[src/hw/rtl/mwe_pkg.sv]
// Package for the Microwire EEPROM master: item types, sequencer step codes,
// command kinds and command geometry constants. No dependencies.
package mwe_pkg;

  localparam int ADDRESS_BITS = 8;
  localparam int CMD_W        = ADDRESS_BITS + 11;
  localparam int LEN_W        = $clog2(CMD_W + 1);
  localparam int POS_W        = $clog2(CMD_W);

  localparam logic [LEN_W-1:0] LEN_EW = LEN_W'(ADDRESS_BITS + 2);
  localparam logic [LEN_W-1:0] LEN_RD = LEN_W'(ADDRESS_BITS + 3);
  localparam logic [LEN_W-1:0] LEN_WR = LEN_W'(ADDRESS_BITS + 11);

  localparam logic [LEN_W-1:0] RX_BITS = LEN_W'(8);

  // Sequencer steps.
  localparam logic [2:0] ST_IDLE   = 3'd0;
  localparam logic [2:0] ST_BEGIN  = 3'd1;
  localparam logic [2:0] ST_BITS   = 3'd2;
  localparam logic [2:0] ST_EWTAIL = 3'd3;
  localparam logic [2:0] ST_WTAIL  = 3'd4;
  localparam logic [2:0] ST_WAIT   = 3'd5;
  localparam logic [2:0] ST_END    = 3'd6;
  localparam logic [2:0] ST_RX     = 3'd7;

  // Command kinds.
  localparam logic [1:0] K_EWEN   = 2'd0;
  localparam logic [1:0] K_ACCESS = 2'd1;
  localparam logic [1:0] K_EWDS   = 2'd2;

  localparam logic FUNC_READ  = 1'b0;
  localparam logic FUNC_WRITE = 1'b1;

  typedef struct packed {
    logic       start_req;
    logic       func;
    logic [7:0] address;
    logic [7:0] write_data;
    logic       data_out_pin;
  } in_item_t;

  typedef struct packed {
    logic       chip_select;
    logic       serial_clock;
    logic       serial_data_in;
    logic       busy_res;
    logic       done_res;
    logic [7:0] read_data;
  } out_item_t;

  // Pin levels ordered {cs, clk, di}.
  typedef logic [2:0] pins_t;

endpackage

[src/hw/rtl/mwe_seq.sv]
// Pin-level sequencer of the Microwire EEPROM master: holds the access state
// and computes the next state and the pin levels for one tick. Uses mwe_pkg.
module mwe_seq
  import mwe_pkg::*;
(
  input  logic      clk,
  input  logic      rst_n,
  input  logic      step_en,
  input  in_item_t  item,
  input  logic [7:0] ticks_per_phase,
  output out_item_t result
);

  logic [2:0]       step_r, step_nxt;
  logic [1:0]       sub_r, sub_nxt;
  logic [7:0]       phase_r, phase_nxt;
  logic [LEN_W-1:0] bit_r, bit_nxt;
  logic [LEN_W-1:0] len_r, len_nxt;
  logic [CMD_W-1:0] cmd_r, cmd_nxt;
  logic [1:0]       kind_r, kind_nxt;
  logic [7:0]       cap_r, cap_nxt;
  logic             func_r, func_nxt;
  logic [7:0]       addr_r, addr_nxt;
  logic [7:0]       data_r, data_nxt;
  logic [7:0]       result_r, result_nxt;
  pins_t            idle_pins_r, idle_pins_nxt;
  logic             done;
  logic             launch;
  logic [1:0]       launch_kind;
  logic [7:0]       limit;
  pins_t            pins;

  // Pin levels shown in a given state.
  function automatic pins_t pins_of(input logic [2:0] st, input logic [1:0] sp,
                                    input logic [LEN_W-1:0] bi,
                                    input logic [LEN_W-1:0] ln,
                                    input logic [CMD_W-1:0] cw,
                                    input pins_t ip);
    logic [LEN_W-1:0] pos;
    logic             b;
    pins_t            p;
    pos = ln - bi - LEN_W'(1);
    b   = (bi < ln) ? cw[pos[POS_W-1:0]] : 1'b0;
    unique case (st)
      ST_BEGIN:  p = (sp == 2'd0) ? 3'b101 : (sp == 2'd1) ? 3'b111 : 3'b100;
      ST_BITS:   p = {1'b1, sp == 2'd1, b};
      ST_EWTAIL: p = (sp == 2'd0) ? 3'b110 : 3'b000;
      ST_WTAIL:  p = (sp == 2'd0) ? 3'b010 : 3'b000;
      ST_WAIT:   p = 3'b110;
      ST_END:    p = 3'b010;
      ST_RX:     p = (sp == 2'd0) ? 3'b100 : 3'b110;
      default:   p = ip;
    endcase
    return p;
  endfunction

  assign limit = (ticks_per_phase == 8'd0) ? 8'd1 : ticks_per_phase;

  always_comb begin
    step_nxt      = step_r;
    sub_nxt       = sub_r;
    phase_nxt     = phase_r;
    bit_nxt       = bit_r;
    len_nxt       = len_r;
    cmd_nxt       = cmd_r;
    kind_nxt      = kind_r;
    cap_nxt       = cap_r;
    func_nxt      = func_r;
    addr_nxt      = addr_r;
    data_nxt      = data_r;
    result_nxt    = result_r;
    idle_pins_nxt = idle_pins_r;
    done          = 1'b0;
    launch        = 1'b0;
    launch_kind   = K_ACCESS;

    if (step_r == ST_IDLE) begin
      if (item.start_req) begin
        func_nxt    = item.func;
        addr_nxt    = item.address;
        data_nxt    = item.write_data;
        launch      = 1'b1;
        launch_kind = (item.func == FUNC_WRITE) ? K_EWEN : K_ACCESS;
        phase_nxt   = 8'd1;
      end
    end else if (step_r == ST_WAIT) begin
      if (item.data_out_pin) begin
        step_nxt  = ST_END;
        sub_nxt   = 2'd0;
        phase_nxt = 8'd1;
      end
    end else if (phase_r < limit) begin
      phase_nxt = phase_r + 8'd1;
    end else begin
      phase_nxt = 8'd1;
      case (step_r)
        ST_BEGIN: begin
          if (sub_r < 2'd2) begin
            sub_nxt = sub_r + 2'd1;
          end else begin
            step_nxt = ST_BITS;
            sub_nxt  = 2'd0;
            bit_nxt  = '0;
          end
        end
        ST_BITS: begin
          if (sub_r < 2'd3) begin
            sub_nxt = sub_r + 2'd1;
          end else begin
            sub_nxt = 2'd0;
            if ({1'b0, bit_r} + (LEN_W+1)'(1) < {1'b0, len_r}) begin
              bit_nxt = bit_r + LEN_W'(1);
            end else begin
              bit_nxt = '0;
              if (kind_r == K_ACCESS) begin
                step_nxt = (func_r == FUNC_WRITE) ? ST_WTAIL : ST_RX;
              end else begin
                step_nxt = ST_EWTAIL;
              end
            end
          end
        end
        ST_EWTAIL: begin
          if (sub_r == 2'd0) begin
            sub_nxt = 2'd1;
          end else if (kind_r == K_EWEN) begin
            launch      = 1'b1;
            launch_kind = K_ACCESS;
          end else begin
            done = 1'b1;
          end
        end
        ST_WTAIL: begin
          if (sub_r == 2'd0) begin
            sub_nxt = 2'd1;
          end else begin
            step_nxt = ST_WAIT;
            sub_nxt  = 2'd0;
          end
        end
        ST_END: begin
          if (func_r == FUNC_WRITE) begin
            launch      = 1'b1;
            launch_kind = K_EWDS;
          end else begin
            done = 1'b1;
          end
        end
        ST_RX: begin
          if (sub_r == 2'd0) begin
            sub_nxt = 2'd1;
          end else if (bit_r < RX_BITS) begin
            cap_nxt = {cap_r[6:0], item.data_out_pin};
            bit_nxt = bit_r + LEN_W'(1);
            sub_nxt = 2'd0;
          end else begin
            step_nxt = ST_END;
            sub_nxt  = 2'd0;
            bit_nxt  = '0;
          end
        end
        default: begin
          step_nxt = ST_IDLE;
        end
      endcase
    end

    if (launch) begin
      kind_nxt = launch_kind;
      if (launch_kind == K_EWEN) begin
        len_nxt = LEN_EW;
        cmd_nxt = CMD_W'(3) << (ADDRESS_BITS - 2);
      end else if (launch_kind == K_EWDS) begin
        len_nxt = LEN_EW;
        cmd_nxt = '0;
      end else if (func_nxt == FUNC_WRITE) begin
        len_nxt = LEN_WR;
        cmd_nxt = {3'b010, ADDRESS_BITS'(addr_nxt), data_nxt};
      end else begin
        len_nxt = LEN_RD;
        cmd_nxt = CMD_W'({3'b100, ADDRESS_BITS'(addr_nxt)});
      end
      step_nxt = ST_BEGIN;
      sub_nxt  = 2'd0;
      bit_nxt  = '0;
    end

    // The idle pins keep the levels of the final phase of the access.
    if (done) begin
      idle_pins_nxt = pins_of(step_r, sub_r, bit_r, len_r, cmd_r, idle_pins_r);
      if (func_r == FUNC_READ) begin
        result_nxt = cap_r;
      end
      step_nxt = ST_IDLE;
      sub_nxt  = 2'd0;
      bit_nxt  = '0;
    end

    pins = pins_of(step_nxt, sub_nxt, bit_nxt, len_nxt, cmd_nxt, idle_pins_nxt);

    result.chip_select    = pins[2];
    result.serial_clock   = pins[1];
    result.serial_data_in = pins[0];
    result.busy_res       = (step_nxt != ST_IDLE);
    result.done_res       = done;
    result.read_data      = result_nxt;
  end

  always_ff @(posedge clk) begin
    if (!rst_n) begin
      step_r      <= ST_IDLE;
      sub_r       <= 2'd0;
      phase_r     <= 8'd0;
      bit_r       <= '0;
      len_r       <= '0;
      cmd_r       <= '0;
      kind_r      <= K_EWEN;
      cap_r       <= 8'd0;
      func_r      <= 1'b0;
      addr_r      <= 8'd0;
      data_r      <= 8'd0;
      result_r    <= 8'd0;
      idle_pins_r <= 3'b000;
    end else if (step_en) begin
      step_r      <= step_nxt;
      sub_r       <= sub_nxt;
      phase_r     <= phase_nxt;
      bit_r       <= bit_nxt;
      len_r       <= len_nxt;
      cmd_r       <= cmd_nxt;
      kind_r      <= kind_nxt;
      cap_r       <= cap_nxt;
      func_r      <= func_nxt;
      addr_r      <= addr_nxt;
      data_r      <= data_nxt;
      result_r    <= result_nxt;
      idle_pins_r <= idle_pins_nxt;
    end
  end

endmodule

[src/hw/rtl/microwire_eeprom_master.sv]
// Microwire EEPROM master top level: input register, sequencer, result
// register and the phase length register. Uses mwe_pkg and mwe_seq.
// A result item is the sequencer's answer to the item in the input register.
// Throughput: one item per cycle; the input register and the result register
// form a two-deep pipeline, so input is stalled only while the result stalls.
// Reset (synchronous, rst_n low): pipeline empty, sequencer idle, all pins
// low, phase length 4.
module microwire_eeprom_master
  import mwe_pkg::*;
(
  input  logic      clk,
  input  logic      rst_n,
  input  logic      in_valid,
  output logic      in_stall,
  input  in_item_t  in_item,
  output logic      out_valid,
  input  logic      out_stall,
  output out_item_t out_item,
  input  logic      cfg_we,
  input  logic [7:0] cfg_wdata
);

  logic       s1_valid_r;
  in_item_t   s1_item_r;
  logic       s1_adv;
  logic       in_acc;
  logic       out_valid_r;
  out_item_t  out_item_r;
  out_item_t  seq_result;
  logic [7:0] ticks_r;

  assign s1_adv   = s1_valid_r && (!out_valid_r || !out_stall);
  assign in_stall = s1_valid_r && !s1_adv;
  assign in_acc   = in_valid && !in_stall;

  mwe_seq u_seq (
    .clk             (clk),
    .rst_n           (rst_n),
    .step_en         (s1_adv),
    .item            (s1_item_r),
    .ticks_per_phase (ticks_r),
    .result          (seq_result)
  );

  always_ff @(posedge clk) begin
    if (!rst_n) begin
      s1_valid_r  <= 1'b0;
      out_valid_r <= 1'b0;
      ticks_r     <= 8'd4;
    end else begin
      s1_valid_r <= in_acc || (s1_valid_r && !s1_adv);
      if (s1_adv) begin
        out_valid_r <= 1'b1;
      end else if (!out_stall) begin
        out_valid_r <= 1'b0;
      end
      if (cfg_we) begin
        ticks_r <= cfg_wdata;
      end
    end
  end

  always_ff @(posedge clk) begin
    if (in_acc) begin
      s1_item_r <= in_item;
    end
    if (s1_adv) begin
      out_item_r <= seq_result;
    end
  end

  assign out_valid = out_valid_r;
  assign out_item  = out_item_r;

endmodule

[config.mk]
export PLATFORM = sky130hd
export DESIGN_NAME = microwire_eeprom_master
export DESIGN_NICKNAME = d
export VERILOG_FILES = /design/src/hw/rtl/mwe_pkg.sv /design/src/hw/rtl/mwe_seq.sv /design/src/hw/rtl/microwire_eeprom_master.sv
export SDC_FILE = /design/constraint.sdc
export NUM_CORES = 1
export LEC_CHECK = 0
export BUFFER_PORTS_ARGS = -buffer_cell sky130_fd_sc_hd__buf_4
export CORE_MARGIN = 2
export CORE_UTILIZATION = 60
export DETAILED_ROUTE_END_ITERATION = 10
export PLACE_DENSITY = 0.79
export RECOVER_POWER = 100
export SLEW_MARGIN = 20
export SYNTH_ARGS = -nofsm -noshare
export SYNTH_HDL_FRONTEND = slang
export SYNTH_HIERARCHICAL = 1
export SYNTH_SLANG_ARGS = --single-unit
[constraint.sdc]
create_clock -name clk -period 7.6 [get_ports clk]
set_clock_uncertainty 0.2 [all_clocks]
set_input_delay 0 -clock clk [delete_from_list [all_inputs] [get_ports clk]]
set_output_delay 0 -clock clk [all_outputs]
set_load 0.02 [all_outputs]
# Word level (Yosys, flattened, before mapping)
# Cells that the tools add are included.
dict set report totals {
  reg_bits 122
  inputBits 32
  out_inout_bits 15
}
dict set report op_classes {
  add_sub_neg 8
  order_cmp 9
  n_eq_ne 21
  n_mux 102
  bitwise 4
  reduce_logical 21
}
# op n
set ops {}
lappend ops {{$mux 8} 12}
lappend ops {{$mux 5} 14}
lappend ops {{$mux 19} 3}
lappend ops {{$mux 3} 18}
lappend ops {{$mux 2} 22}
lappend ops {{$pmux 3 s7} 2}
lappend ops {{$eq 3x3->1 const B} 8}
lappend ops {{$mux 1} 23}
lappend ops {{$mux 18} 1}
lappend ops {{$pmux 3 s5} 1}
lappend ops {{$pmux 5 s3} 1}
lappend ops {{$eq 3x2->1 const B} 4}
lappend ops {{$lt 5x6->1 const B} 2}
lappend ops {{$bmux 1 s5} 2}
lappend ops {{$lt 5x5->1} 2}
lappend ops {{$sub 5x1->5 const B} 2}
lappend ops {{$sub 5x5->5} 2}
lappend ops {{$add 8x1->8 const B} 1}
lappend ops {{$logic_not 2->1} 4}
lappend ops {{$logic_not 8->1} 1}
lappend ops {{$lt 8x8->1} 1}
lappend ops {{$pmux 2 s4} 1}
lappend ops {{$reduce_and 7->1} 1}
lappend ops {{$add 5x1->6 const B} 1}
lappend ops {{21 further kinds} 36}

# Logic depth before layout (Yosys ltp)
dict set report logic_depth {
  word_depth 16
  depth_mapped 22
  mapped_depth_nobuf 22
}

# By module
# Netlist, hierarchy kept.
# module instances cells_each area_each_um2 seq_area_each_um2
set by_module_without_submodules {}
lappend by_module_without_submodules {mwe_seq 1 700 5490.3 1601.5}
lappend by_module_without_submodules {microwire_eeprom_master 1 65 1338.8 1161.1}

# Least setup slack after synthesis
# No wires, ideal clock.
dict set report synth_timing {
  kind {reg2reg}
  startpoint {register u_seq.bit_r[0]}
  endpoint {register out_item_r, in the netlist out_item[10], data pin}
  setup_ps 262
  arrival_time_ps 4327
  required_ps 7138
  slack_ps 2811
  stages_incl_launch_ff 23
  cell_sequence {dfxtp_1 ha_1 nand3_1 xnor2_1 ha_1 inv_1 a211oi_1 nor3_1 o2111ai_1 nor2_1 a21oi_1 or2_2 ha_1 inv_1 fa_1 clkbuf_1 clkinv_1 mux2i_1 mux2_2 a31oi_1 o211ai_1 nand4_1 o211ai_2}
}
# element line
set synth_lines {}
lappend synth_lines {{start: declaration} mwe_seq.sv:17} ;# logic [LEN_W-1:0] bit_r, bit_nxt;
lappend synth_lines {{start signal: assignment} mwe_seq.sv:228} ;# bit_r <= bit_nxt;
lappend synth_lines {{end signal: assignment} microwire_eeprom_master.sv:68} ;# out_item_r <= seq_result;
lappend synth_lines {{end: declaration} microwire_eeprom_master.sv:28} ;# out_item_t out_item_r;

==> flow_summary.toml <==
[run_status]
status = "finished, violations left"
violations = "max-capacitance violations, max-slew violations"

[worst_setup_path]
worstPathArrival_ns = 5.76
critPathMaxFanout = 14
critical_path_required_ns = 7.57
critPathMaxStageDelay_ns = 1.00
cp-start-kind = "flop"
reg2reg_slack_ns = 1.80
cp_common_cell = "o211ai_1"
path_cells = "inv_1 > ha_1 > o221ai_2 > o211ai_1 > nand3_1 > nand2_1 > or2_2 > ha_1 > inv_1 > fa_1 > clkinv_1 > mux2i_1 > mux2_2 > a31oi_1 > o211ai_1 > nand4_1 > o211ai_1"
r2r-end = "out_item[10]"
crit_slowest_cell = "o211ai_1"
critPathCaptureType = "flop"
worstSetupPathType = "reg2reg"
reg2regPathDepth = 17
r2r-start = "ticks_r[1]"

[logic_synthesis]
yosys_most_used_dff = "dfxtp_1"
avgSynthCellArea_um2 = 8.93
syn_area_um2 = 6830
yosys_warnings = 6
async_flop_share = 0
yosysTopAreaCellShare = 0.264
synth_nets = 825
synth_xor_area_frac = 0.0167
synth_largest_area_cell = "dfxtp_1"
synth-edff-count = 32
synth_fa_ha_area_frac = 0.0524
synth_compound_area_frac = 0.172
ys_seq_area_frac = 0.405
synth.distinct_cells = 84
synthSimpleGateAreaFrac = 0.199
ys_top_cells_by_area = "dfxtp_1 (26%), edfxtp_1 (14%), mux2i_1 (6.3%)"
synthMuxAreaShare = 0.108
synth_cells = 765
synth_seq_cells = 122
synth_top_family_by_area = "simple AND/OR/NAND/NOR gates"

[detailed_routing]
drc = 0
drt_first_pass_iters = 5
postRouteWirelength_um = 19400
drt_iter0_drc = 819
avgRoutedWirePerCell_um = 19.4
num_vias = 6253
antenna_left = 0
viasPerCell = 6.27

[grt]
grt_pass1_wl_um = 31700
grt_usage = 0.323
antenna_found_initial = 0
grt_max_degree = 61
grt.overflow.total = 0
grt_pass1_vias = 6401

[timing]
tns_ns = 0
rsz0062_at_grt = "no"
max_slew_margin = -0.373
setup_viol = 0
fmax_mhz = 173
post-route-period-util = 0.763
tightest_slew_ns = 2.06
drv_slew = 36
hold_viol_final = 0
finalCriticalPeriod_ns = 5.80

[pwr]
pwr-share-seq = 0.411
p_sw_mw = 0.434
switching_share = 0.254
leakage_nw = 3.17
p_per_area_nw_per_um2 = 208
intPower_mw = 1.27
combinationalPowerShare = 0.120
clkPwrFrac = 0.469
ir_drop_mv = 0.221
finalPower_mw = 1.71

[die]
num_rows = 38
coreArea_um2 = 11000
num_io_pins = 47
die_area_um2 = 12300
fp.dieH_um = 111
start_util = 0.622
dieWidth_um = 111

[finish]
area_delta_synth_final_pct = 20.0
nets = 904
finalNonFillerCells = 997
drive_gt1_frac = 0.106
diodes = 0

[place]
port-buffer-count = 46
dp_hpwl_um = 11900
place.gp.congestion = 0.942
dp_cells = 917

[cts]
cts_buffers = 17
cts_tree = "yes"
clk_latency_ns = 0.43
cts.clk_slew.worst_paths_ns = 0.06
cts_sinks = 122
cts_resized = 0
postCtsSetupBuffers = 0
cts.htree.levels = 4
root_buffer = "clkbuf_16"
clockBufferDepth = 2

[worst_hold_path]
min_from = "in_item[7]"
hold_path.class = "in2reg"
whs_path_depth = 2
min_to = "s1_item_r[7]"

[run]
maxCapViolCount = 1
## state kept, by name, indices dropped and copies added (netlist names)
signal and flops:
u_seq/cap_r 8, u_seq/step_r 3, u_seq/phase_r 8, ticks_r 8
u_seq/kind_r 2, u_seq/result_r 8, u_seq/data_r 8, out_valid 1
u_seq/idle_pins_r 3, u_seq/addr_r 8, u_seq/len_r 5, u_seq/sub_r 2
u_seq/func_r 1, u_seq/cmd_r 19, u_seq/bit_r 5, s1_item_r 19
s1_valid_r 1, out_item 13
## synth_stat cells (all sizes together), types with 14 or more instances
| library cell | instances |
|---|---|
| a21oi | 66 |
| clkbuf | 29 |
| dfxtp | 90 |
| edfxtp | 32 |
| ha | 27 |
| inv | 37 |
| mux2 | 15 |
| mux2i | 43 |
| nand2 | 108 |
| nand3 | 20 |
| nor2 | 63 |
| nor2b | 14 |
| o21ai | 18 |
## how the worst max path moves through the flow
stage | startpoint | end | slack (ns) | depth (start not counted)
after floorplan | u_seq/bit_r[0] | out_item[10] | 2.81 | 22
after global placement | u_seq/bit_r[0] | out_item[10] | 2.57 | 21
after detailed placement | u_seq/bit_r[0] | out_item[10] | 2.30 | 21
after CTS | u_seq/bit_r[0] | out_item[10] | 2.25 | 21
after global routing | ticks_r[3] | out_item[10] | 1.33 | 17
final | ticks_r[1] | out_item[10] | 1.80 | 17
## metrics by stage
step                area, µm²  setup slack, ns  utilization  hold WS (ns)
finish                   8200             1.80        0.746         0.113
floorplan                6830             2.81            -        -0.138
global route             8200             1.33        0.746         0.104
CTS                      8300             2.25        0.756        0.0740
global placement         7240             2.57        0.659       -0.0212
detailed placement       7240             2.30        0.659       -0.0205
## power groups by stage
stage / combinational (mW) / clock (mW) / sequential [mW]
2_1_floorplan: 0.121 / 0 / 0.713
3_3_place_gp: 0.173 / 0 / 0.713
3_5_place_dp: 0.178 / 0 / 0.714
4_1_cts: 0.202 / 0.805 / 0.701
5_1_grt: 0.219 / 0.839 / 0.703
6_report: 0.204 / 0.801 / 0.702
## placed cells by master (no fill, tap or decap), drive strengths merged, types with 5 or more instances in the layout
cell type / count
mux2: 15
o21a: 6
clkbuf: 60
a31oi: 11
nor2: 63
nor2b: 14
nand3: 20
buf: 17
o211ai: 7
ha: 27
nand2b: 6
nand2: 108
dlygate4sd3: 48
edfxtp: 32
nand3b: 5
mux2i: 43
nand4: 7
and2: 13
inv: 40
o21ai: 18
mux4: 6
dfxtp: 90
xor2: 9
or2: 7
a21o: 9
and3: 7
nor3: 13
a21oi: 66
a211o: 5
## per-layer routing
metal  vias up  wire, µm  share of wire  track usage
li1       2898         -              -            -
met1      2988      7350           0.38        0.369
met2       305      9940           0.51        0.560
met3        62      1390          0.072       0.0776
met4         0       696          0.036        0.166
met5         -         0              0            0
## logic make-up (layout without fill, tap and decap cells)
kind of cell               Yosys count  count (layout)
AOI/OAI and AO/OA                  174             174
xor gates and xnor gates            13              13
adders and majority gates           28              28
buffers and inverters               81             173
DFF                                122             122
muxes                               64              64
and+or+nand+nor                    283             283
## area by class of cell
cell class | count | area, µm²
Clock buffer | 23 | 468
Clock inverter | 9 | 113
Fill cell | 761 | 2790
Inverter | 39 | 146
Multi-Input combinational cell | 562 | 3720
Sequential cell | 122 | 2760
Tap cell | 140 | 175
Timing Repair Buffer | 102 | 811
## repair_timing
item	4_1_cts	5_1_grt
hold endpoints to repair	69	0
setup endpoints to repair	0	0
hold buffers	48	0
## critical path, delay by kind of cell (launching register included)
kind / cells / cell delay, ns
buf+inv: 3 / 0.43
mux: 2 / 0.45
flops: 1 / 0.36
fa+ha+maj: 3 / 1.19
compound gates: 5 / 1.46
simple gates: 4 / 1.43
(Power assumes the default switching activity.)
